**config.mk**
```make
export PLATFORM = sky130hd
export DESIGN_NAME = utf8_to_utf16_transcoder_top
export DESIGN_NICKNAME = d
export VERILOG_FILES = /design/src/u8u16_pkg.sv /design/src/u8u16_decode.sv /design/src/utf8_to_utf16_transcoder_top.sv
export SDC_FILE = /design/constraint.sdc
export NUM_CORES = 1
export LEC_CHECK = 0
export ABC_AREA = 1
export BUFFER_PORTS_ARGS = -buffer_cell sky130_fd_sc_hd__buf_4
export CAP_MARGIN = 20
export CORE_MARGIN = 5
export CORE_UTILIZATION = 30
export CTS_BUF_LIST = sky130_fd_sc_hd__clkbuf_16
export CTS_CLUSTER_SIZE = 40
export DETAILED_ROUTE_END_ITERATION = 8
export PLACE_DENSITY = 0.44
export SYNTH_ARGS = -nofsm -noshare
export SYNTH_HDL_FRONTEND = slang
export SYNTH_HIERARCHICAL = 1
export SYNTH_SLANG_ARGS = --single-unit
export TNS_END_PERCENT = 100
```
**constraint.sdc**
```tcl
create_clock -name clk_i -period 4.5 [get_ports clk_i]
set_input_delay 0.675 -clock clk_i [delete_from_list [all_inputs] [get_ports clk_i]]
set_output_delay 0.675 -clock clk_i [all_outputs]
set_load 0.01 [all_outputs]
```
**src/u8u16_pkg.sv**
```systemverilog
`default_nettype none

package u8u16_pkg;

  // Replacement unit for any malformed sequence ('?').
  localparam logic [15:0] UnitErr = 16'h003F;

  // Surrogate half prefixes (top six bits of 0xD800 and 0xDC00).
  localparam logic [5:0] SurrHiPfx = 6'b110110;
  localparam logic [5:0] SurrLoPfx = 6'b110111;

  // Lead byte classes, decoded from the top five bits.
  typedef enum logic [2:0] {
    LC_CONT,
    LC_SINGLE,
    LC_TWO,
    LC_THREE,
    LC_FOUR,
    LC_BAD
  } lead_class_e;

  typedef struct packed {
    logic [7:0] data_byte;
    logic       last_byte;
  } in_word_t;

  typedef struct packed {
    logic [15:0] code_unit;
    logic        run_end;
    logic        string_end;
  } out_word_t;

  // Sequence state carried between bytes.
  typedef struct packed {
    logic [2:0]  bytes_left;
    logic [20:0] point_accum;
    logic        seq_bad;
  } seq_state_t;

  function automatic lead_class_e lead_class(input logic [7:0] b);
    lead_class_e c;
    if (!b[7]) begin
      c = LC_SINGLE;
    end else if (!b[6]) begin
      c = LC_CONT;
    end else if (!b[5]) begin
      c = LC_TWO;
    end else if (!b[4]) begin
      c = LC_THREE;
    end else if (!b[3]) begin
      c = LC_FOUR;
    end else begin
      c = LC_BAD;
    end
    return c;
  endfunction

endpackage

`default_nettype wire

```
**src/u8u16_decode.sv**
```systemverilog
`default_nettype none

// Per-byte decode: next sequence state and up to two UTF-16 words.
module u8u16_decode (
  input  u8u16_pkg::in_word_t   in_word_i,
  input  u8u16_pkg::seq_state_t state_i,
  output u8u16_pkg::seq_state_t state_o,
  output logic [1:0]            n_units_o,
  output u8u16_pkg::out_word_t  unit0_o,
  output u8u16_pkg::out_word_t  unit1_o
);
  import u8u16_pkg::*;

  lead_class_e cls;
  logic [7:0]  b;
  logic        last;
  logic [20:0] accum_n;
  logic        bad_n;
  logic [2:0]  left_n;
  logic [19:0] offs;

  assign b    = in_word_i.data_byte;
  assign last = in_word_i.last_byte;
  assign cls  = lead_class(b);

  assign accum_n = {state_i.point_accum[14:0], b[5:0]};
  assign bad_n   = state_i.seq_bad | (cls != LC_CONT);
  assign left_n  = state_i.bytes_left - 3'd1;
  assign offs    = accum_n[19:0] - 20'h10000;

  always_comb begin
    state_o   = state_i;
    n_units_o = 2'd0;
    unit0_o   = '0;
    unit1_o   = '0;
    if (state_i.bytes_left == 3'd0) begin
      // awaiting a lead byte
      case (cls)
        LC_SINGLE: begin
          n_units_o = 2'd1;
          unit0_o   = '{code_unit: {8'h00, b}, run_end: 1'b1, string_end: last};
        end
        LC_CONT: begin
          n_units_o = 2'd1;
          unit0_o   = '{code_unit: UnitErr, run_end: 1'b1, string_end: last};
        end
        default: begin
          state_o.seq_bad = 1'b0;
          case (cls)
            LC_TWO: begin
              state_o.bytes_left  = 3'd1;
              state_o.point_accum = {16'd0, b[4:0]};
            end
            LC_THREE: begin
              state_o.bytes_left  = 3'd2;
              state_o.point_accum = {17'd0, b[3:0]};
            end
            LC_FOUR: begin
              state_o.bytes_left  = 3'd3;
              state_o.point_accum = {18'd0, b[2:0]};
            end
            default: begin
              state_o.bytes_left  = 3'd4;
              state_o.point_accum = '0;
              state_o.seq_bad     = 1'b1;
            end
          endcase
          if (last) begin
            state_o   = '0;
            n_units_o = 2'd1;
            unit0_o   = '{code_unit: UnitErr, run_end: 1'b1, string_end: 1'b1};
          end
        end
      endcase
    end else begin
      // follower byte
      state_o.bytes_left  = left_n;
      state_o.point_accum = accum_n;
      state_o.seq_bad     = bad_n;
      if (left_n != 3'd0) begin
        if (last) begin
          state_o   = '0;
          n_units_o = 2'd1;
          unit0_o   = '{code_unit: UnitErr, run_end: 1'b1, string_end: 1'b1};
        end
      end else begin
        state_o   = '0;
        n_units_o = 2'd1;
        if (bad_n || (accum_n[20:16] > 5'h10)) begin
          unit0_o = '{code_unit: UnitErr, run_end: 1'b1, string_end: last};
        end else if (accum_n[20:16] == 5'h00) begin
          unit0_o = '{code_unit: accum_n[15:0], run_end: 1'b1, string_end: last};
        end else begin
          n_units_o = 2'd2;
          unit0_o   = '{code_unit: {SurrHiPfx, offs[19:10]}, run_end: 1'b0,
                        string_end: 1'b0};
          unit1_o   = '{code_unit: {SurrLoPfx, offs[9:0]}, run_end: 1'b1,
                        string_end: last};
        end
      end
    end
  end

endmodule

`default_nettype wire

```
**src/utf8_to_utf16_transcoder_top.sv**
```systemverilog
`default_nettype none

// Words of an accepted byte are registered in the output buffer and leave from its head.
// Throughput: one byte per cycle while the buffer has room; bytes that only collect give no word.
// A surrogate pair fills two buffer slots, so input may stall after it.
// A three-word output buffer sets the figure: input is taken while two slots are free after this cycle's pop.
// Reset (rst_ni low, asynchronous) clears the sequence state and empties the buffer.
module utf8_to_utf16_transcoder_top (
  input  logic                 clk_i,
  input  logic                 rst_ni,
  input  logic                 in_valid_i,
  output logic                 in_ready_o,
  input  u8u16_pkg::in_word_t  in_data_i,
  output logic                 out_valid_o,
  input  logic                 out_ready_i,
  output u8u16_pkg::out_word_t out_data_o
);
  import u8u16_pkg::*;

  localparam int unsigned BufDepth = 3;

  // Sequence state: followers still due, gathered code point bits, bad flag.
  seq_state_t state_q, state_d;

  // Output buffer, head always in slot 0, shifted down on every pop.
  out_word_t  slot_q [BufDepth];
  out_word_t  slot_d [BufDepth];
  logic [1:0] cnt_q, cnt_d;

  seq_state_t dec_state;
  logic [1:0] dec_n;
  out_word_t  dec_u0, dec_u1;

  logic       push, pop;
  logic [1:0] cnt_pop;

  u8u16_decode u_decode (
    .in_word_i (in_data_i),
    .state_i   (state_q),
    .state_o   (dec_state),
    .n_units_o (dec_n),
    .unit0_o   (dec_u0),
    .unit1_o   (dec_u1)
  );

  assign out_valid_o = (cnt_q != 2'd0);
  assign out_data_o  = slot_q[0];
  assign pop         = out_valid_o && out_ready_i;
  // Take a byte only if a surrogate pair would still fit after this cycle's pop.
  assign in_ready_o  = (cnt_q <= 2'd1) || ((cnt_q == 2'd2) && out_ready_i);
  assign push        = in_valid_i && in_ready_o;
  assign cnt_pop     = cnt_q - {1'b0, pop};

  assign state_d = push ? dec_state : state_q;

  always_comb begin
    cnt_d = push ? (cnt_pop + dec_n) : cnt_pop;
    for (int i = 0; i < BufDepth; i++) begin
      if (pop && (i < BufDepth - 1)) begin
        slot_d[i] = slot_q[i + 1];
      end else begin
        slot_d[i] = slot_q[i];
      end
      if (push && (dec_n != 2'd0) && (i == int'(cnt_pop))) begin
        slot_d[i] = dec_u0;
      end
      if (push && (dec_n == 2'd2) && (i == int'(cnt_pop) + 1)) begin
        slot_d[i] = dec_u1;
      end
    end
  end

  always_ff @(posedge clk_i or negedge rst_ni) begin
    if (!rst_ni) begin
      state_q <= '0;
      cnt_q   <= '0;
    end else begin
      state_q <= state_d;
      cnt_q   <= cnt_d;
    end
  end

  // Payload slots carry no reset; the count guards them.
  always_ff @(posedge clk_i) begin
    slot_q <= slot_d;
  end

`ifndef SYNTHESIS
  // Ready must never be offered while the buffer is full.
  a_no_ready_full: assert property (@(posedge clk_i) disable iff (!rst_ni)
    in_ready_o |-> (cnt_q != 2'd3))
    else $error("input ready with full output buffer");

  // A sequence never announces more than four followers.
  a_left_range: assert property (@(posedge clk_i) disable iff (!rst_ni)
    state_q.bytes_left <= 3'd4)
    else $error("bytes_left out of range");

  // The last byte of a string always leaves the decoder awaiting a lead.
  a_last_clears: assert property (@(posedge clk_i) disable iff (!rst_ni)
    (push && in_data_i.last_byte) |=> (state_q == '0))
    else $error("sequence state not cleared at string end");

  // The last byte of a string always yields at least one word.
  a_last_emits: assert property (@(posedge clk_i) disable iff (!rst_ni)
    (push && in_data_i.last_byte) |-> (dec_n != 2'd0))
    else $error("string end produced no word");
`endif

endmodule

`default_nettype wire
```
---- Yosys cells after proc, flatten, opt, wreduce, memory -nomap -nowiden ----
Index checks and enable logic that the tools add are counted.
Widths: inputs -> output; s select.
cells by class
  add/sub/neg operators ................... 5
  reduce and logical (&&, ||, !) cells .... 28
  equality and inequality tests ........... 11
  muxes and demuxes ....................... 37
  bitwise logic cells ..................... 1
  $lt $le $gt $ge ......................... 2
operator list
  cell                    count
  $mux 18                 16
  $mux 25                 5
  $pmux 24 s3             1
  $pmux 18 s2             1
  $eq 2x32->1 const A     1
  $logic_not 32->1        1
  $sub 20x17->20 const B  1
  $mux 2                  6
  $mux 3                  4
  $reduce_bool 3->1       4
  $logic_and 1x1->1       11
  $mux 8                  1
  $eq 3x2->1 const B      2
  $logic_not 3->1         2
  $reduce_bool 2->1       3
  $gt 5x5->1 const B      1
  $logic_not 5->1         1
  $eq 2x2->1 const A      2
  $eq 2x2->1 const B      2
  $add 2x1->3 const B     1
  $eq 2x3->1 const A      1
  $eq 3x1->1 const B      1
  $eq 3x3->1 const B      1
  $mux 1                  3
  11 further kinds        12
storage, ports and cells
  bits in registers ....................... 75
  output and inout port bits .............. 20
  bits of input ports ..................... 13
  logic and storage cells ................. 97

---- Logic depth before layout (Yosys ltp) ----
  depth in word-level cells ............... 16
  mapped depth ............................ 17
  depth with buffers taken out ............ 16

---- Cells and area by module ----
Netlist, hierarchy kept.
by module, submodules not included
  module                        instances  area an instance (um^2)  cells each  sequential area each (um^2)
  utf8_to_utf16_transcoder_top  1          3936.3                   431         2297.2
  u8u16_decode                  1          1153.6                   225         0.0

---- Worst setup path before layout ----
OpenSTA, ideal clock, no wires.
  kind .................................... input to register
  start point ............................. input port in_data_i[8] (netlist bit)
  end point ............................... register slot_q[0] (netlist bit), enable pin
  slack ................................... 0.723 ns
  stages on the path ...................... 11
  data arrival time ....................... 3.356 ns
  required time ........................... 4.079 ns
  path buffers ............................ 3
  setup time .............................. 0.421 ns
  path through ............................ buf_2 > nand2_1 > nor2_1 > nor2_1 > nand3b_1 > inv_1 > nand2_1 > nand3_2 > buf_2 > buf_2 > o31ai_1
between the ends
  word-level cells in the longest chain between the ends .. 11
  elaborated cells on any way between the ends .. 18
  those cells by class .................... 2 x eq/ne; 5 x mux; 1 x bitwise; 10 x reduce/logical
ends and longest elaborated chain
  element                                             RTL line                                                                text
  start, declared                                     utf8_to_utf16_transcoder_top.sv:13                                      input u8u16_pkg::in_word_t in_data_i,
  $mux 3 (*)                                          u8u16_pkg.sv:42                                                         if (!b[7]) begin
  $reduce_bool 3->1                                   u8u16_decode.sv:27                                                      assign bad_n = state_i.seq_bad | (cls != LC_CONT);
  $or 1x1->1                                          u8u16_decode.sv:27
  $logic_or 1x1->1                                    u8u16_decode.sv:89                                                      if (bad_n || (accum_n[20:16] > 5'h10)) begin
  $mux 2                                              u8u16_decode.sv:89
  $mux 2                                              u8u16_decode.sv:80                                                      if (left_n != 3'd0) begin
  $mux 2 (*)                                          u8u16_decode.sv:36                                                      if (state_i.bytes_left == 3'd0) begin
  named net dec_n[0]                                  utf8_to_utf16_transcoder_top.sv:31                                      logic [1:0] dec_n;
  $eq 2x2->1 or $reduce_bool 2->1 (tied branches)     utf8_to_utf16_transcoder_top.sv:67, utf8_to_utf16_transcoder_top.sv:64
  $logic_and 1x1->1 (on tied branches) (2 in series)  utf8_to_utf16_transcoder_top.sv:67, utf8_to_utf16_transcoder_top.sv:64
  $reduce_bool 2->1 (no source line) (*)              --
  end signal, assigned                                utf8_to_utf16_transcoder_top.sv:85                                      slot_q <= slot_d;
  end, declared                                       utf8_to_utf16_transcoder_top.sv:26                                      out_word_t slot_q [BufDepth];
Mark *: on every way through the listed nets, which the timed path passes. The rest lies on a longest branch.
A chain may end at the register's enable or synchronous reset.

---- Worst setup path after layout ----
  start point ............................. register state_q[11] (netlist bit)
  end point ............................... register slot_q, in the netlist out_data_o[2], enable pin
between the ends
  word-level cells in the longest chain between the ends .. 9
  elaborated cells on any way between the ends .. 14
  those cells by class .................... 1 x order compare; 1 x eq/ne; 4 x mux; 8 x reduce/logical
ends and longest elaborated chain
  element                                             RTL line                                                                text
  start, declared                                     utf8_to_utf16_transcoder_top.sv:23                                      seq_state_t state_q, state_d;
  start signal, assigned                              utf8_to_utf16_transcoder_top.sv:78                                      state_q <= state_d;
  $gt 5x5->1 or $logic_not 5->1 (tied branches)       u8u16_decode.sv:89, u8u16_decode.sv:91
  $logic_or 1x1->1 or $mux 2 (tied branches)          u8u16_decode.sv:89, u8u16_decode.sv:91
  $mux 2 (*)                                          u8u16_decode.sv:89
  $mux 2 (*)                                          u8u16_decode.sv:80
  $mux 2 (*)                                          u8u16_decode.sv:36
  named net dec_n[0]                                  utf8_to_utf16_transcoder_top.sv:31
  $eq 2x2->1 or $reduce_bool 2->1 (tied branches)     utf8_to_utf16_transcoder_top.sv:67, utf8_to_utf16_transcoder_top.sv:64
  $logic_and 1x1->1 (on tied branches) (2 in series)  utf8_to_utf16_transcoder_top.sv:67, utf8_to_utf16_transcoder_top.sv:64
  $reduce_bool 3->1 (no source line) (*)              --
Marks and branches as above.

==> results.md <==
- Status: finished, final reports clean
- Final max-slew violation count: 0
- Final HPWL DP: 8.94 mm
- Required @ worst endpoint: 4470 ps
- Share of cells above drive strength 1: 0.143
- Initial core utilization: 0.305
- CP arrival: 3300 ps
- Clock share of power: 0.202
- Final min period: 3330 ps
- 1st-pass router iterations: 5
- Syn Inst Count: 620
- WL final: 11.6 mm
- Comb pwr share: 0.457
- GR peak layer: met2
- Die Y: 137 um
- Syn nets: 638
- DRC violations left: 0
- Clock-pin transition on the worst setup and hold timing paths: 60 ps
- Global-route wire length before repair: 19.4 mm
- Ant diodes: 0
- Worst reg2reg startpoint: state_q[11]
- Critical path startpoint category: flip-flop
- Hold Path Class: input port to asynchronous set/reset pin
- Area Overhead vs Synth: 10.1%
- Sw Ratio: 0.421
- # IOs: 33
- Fin. Hold Viols: 0
- Top cell by count, worst path: nand2_1
- Worst slew pin tran: 717 ps
- Switching power: 1490 uW
- Leakage: 0.00242 uW
- Hold slack: 216 ps
- Worst path cell trace: inv_1 > ha_1 > nand3_4 > nand3_2 > nand2_1 > nand3b_1 > inv_1 > nand2_1 > nand3_2 > nor2_1 > inv_2 > nand2_1
- GR Util met3: 0.0401
- CTS Sinks: 75
- Vias in the first global route: 3617
- Die Width: 137 um
- # port buffers: 32
- Full die area: 18700 um2
- Yosys warning total: 6
- Setup Skew: 5.63 ps
- Slew margin rel.: 0.521
- CTS resizes: 0
- WS Path Type: flip-flop to flip-flop
- Skew-Pair Late Insertion Delay: 340 ps
- Int Pwr: 2040 uW
- Nets@finish: 636
- Clock buffer depth: 2
- CTS Buf Count: 9
- CP peak stage delay: 580 ps
- Nature of the critical path endpoint: flip-flop
- Routed len/inst: 13.8 um
- Max FO, Critical Path: 37
- Gr ovfl total: 0
- Iter 0 DRT Violations: 234
- GRT Util Overall: 0.134
- Final estimated routing congestion in global placement: 0.815
- Initial antenna violation count: 0
- Largest net degree at the start of global routing: 38
- RSZ-0062 raised after global routing: false
- Core ar.: 15800 um2
- Post-synthesis area per instance: 7.77 um2
- Fin crit share: 0.739
- Seq pwr share: 0.341
- Max-cap violations: 0
- Achievable Freq: 0.301 GHz
- Final setup fails: 0
- VDD IR max: 0.000223 V
- Post-Syn Area: 4820 um2
- CTS tree: yes
- PD cells: 665 nW/um2
- Met2 usage: 0.199
- Critical path's slowest cell: nand2_1
- Antenna Nets Post-Route: 0
- Root Buffer Master: clkbuf_16
- Worst Setup SP: state_q[11]
- Met1 Use GR: 0.191
- Row count: 46
- Final setup TNS: 0 ps
- Hold-fix buffers, CTS: 0
- Via count: 3703
- Post-CTS setup buffers: 0
- Vias per cell: 4.41
- H-tree depth: 3
-- state kept, by name, indices dropped and copies added, names as in the netlist --
signal / cells
out_data_o: 18
slot_q: 36
state_q: 19
cnt_q: 2
-- routing by layer --
layer / part of all wire / up-vias
met3: 0.048 / 11
li1: - / 1942
met2: 0.44 / 93
met1: 0.50 / 1657
met5: 0 / -
met4: 0.013 / 0
-- power by group through the flow --
stage	sequential (uW)	combinational [uW]	clock (uW)
floorplan	1190	1310	0
global placement	1220	1620	0
detailed placement	1220	1630	0
CTS	1210	1630	739
global route	1230	1850	770
finish	1200	1610	712
-- final timing paths --
kind                            depth (start not counted)  slack [ps]            end
min in group clk_i                                      2         490    state_q[11]
worst min-delay path                                    1         220     state_q[0]
worst min register to register                          2         490    state_q[11]
worst max-delay path                                   12        1170  out_data_o[2]
max in group asynchronous                               1        4050     state_q[9]
worst max register to register                         12        1170  out_data_o[2]
-- area by class of cell --
cell class	count	area, um2
sequential	75	2150
clock inverter	7	67.6
tap	216	270
clock buffer	9	225
inverter	73	277
timing repair buffer	37	278
fill	1697	10500
multi-input combinational	422	2040
-- critical path: cells and delay by family, from the launching register on --
family	cells	cell delay [ps]
AND/OR/NAND/NOR	8	1750
adder cells (fa/ha/maj)	1	410
flip-flops	1	380
buffers and inverters	3	410
-- per-stage QoR --
stage | cell area [um2] | cells | util | total power [uW] | worst slack, ps
floorplan | 4820 | 620 | - | 2500 | 723
finish | 5310 | 839 | 0.335 | 3530 | 1170
global route | 5310 | 839 | 0.335 | 3860 | 752
CTS | 5310 | 839 | 0.335 | 3580 | 1100
global placement | 5010 | 823 | 0.317 | 2840 | 1200
detailed placement | 5010 | 823 | 0.317 | 2850 | 1110
-- cells in the final DEF, fill, tap and decap left out, drive strengths merged, types with 2 or more instances in the layout --
cell and count:
nand2 264, inv 75, edfxtp 54, buf 37
o21ai 33, nand3 31, nor2 30, o21bai 24
dfrtp 21, clkbuf 9, o22ai 9, nand4 7
a21oi 6, ha 5, xor2 4, nand3b 3
clkinv 3, o211ai 2, o31ai 2
No activity file was read; power rests on OpenSTA's default activity.
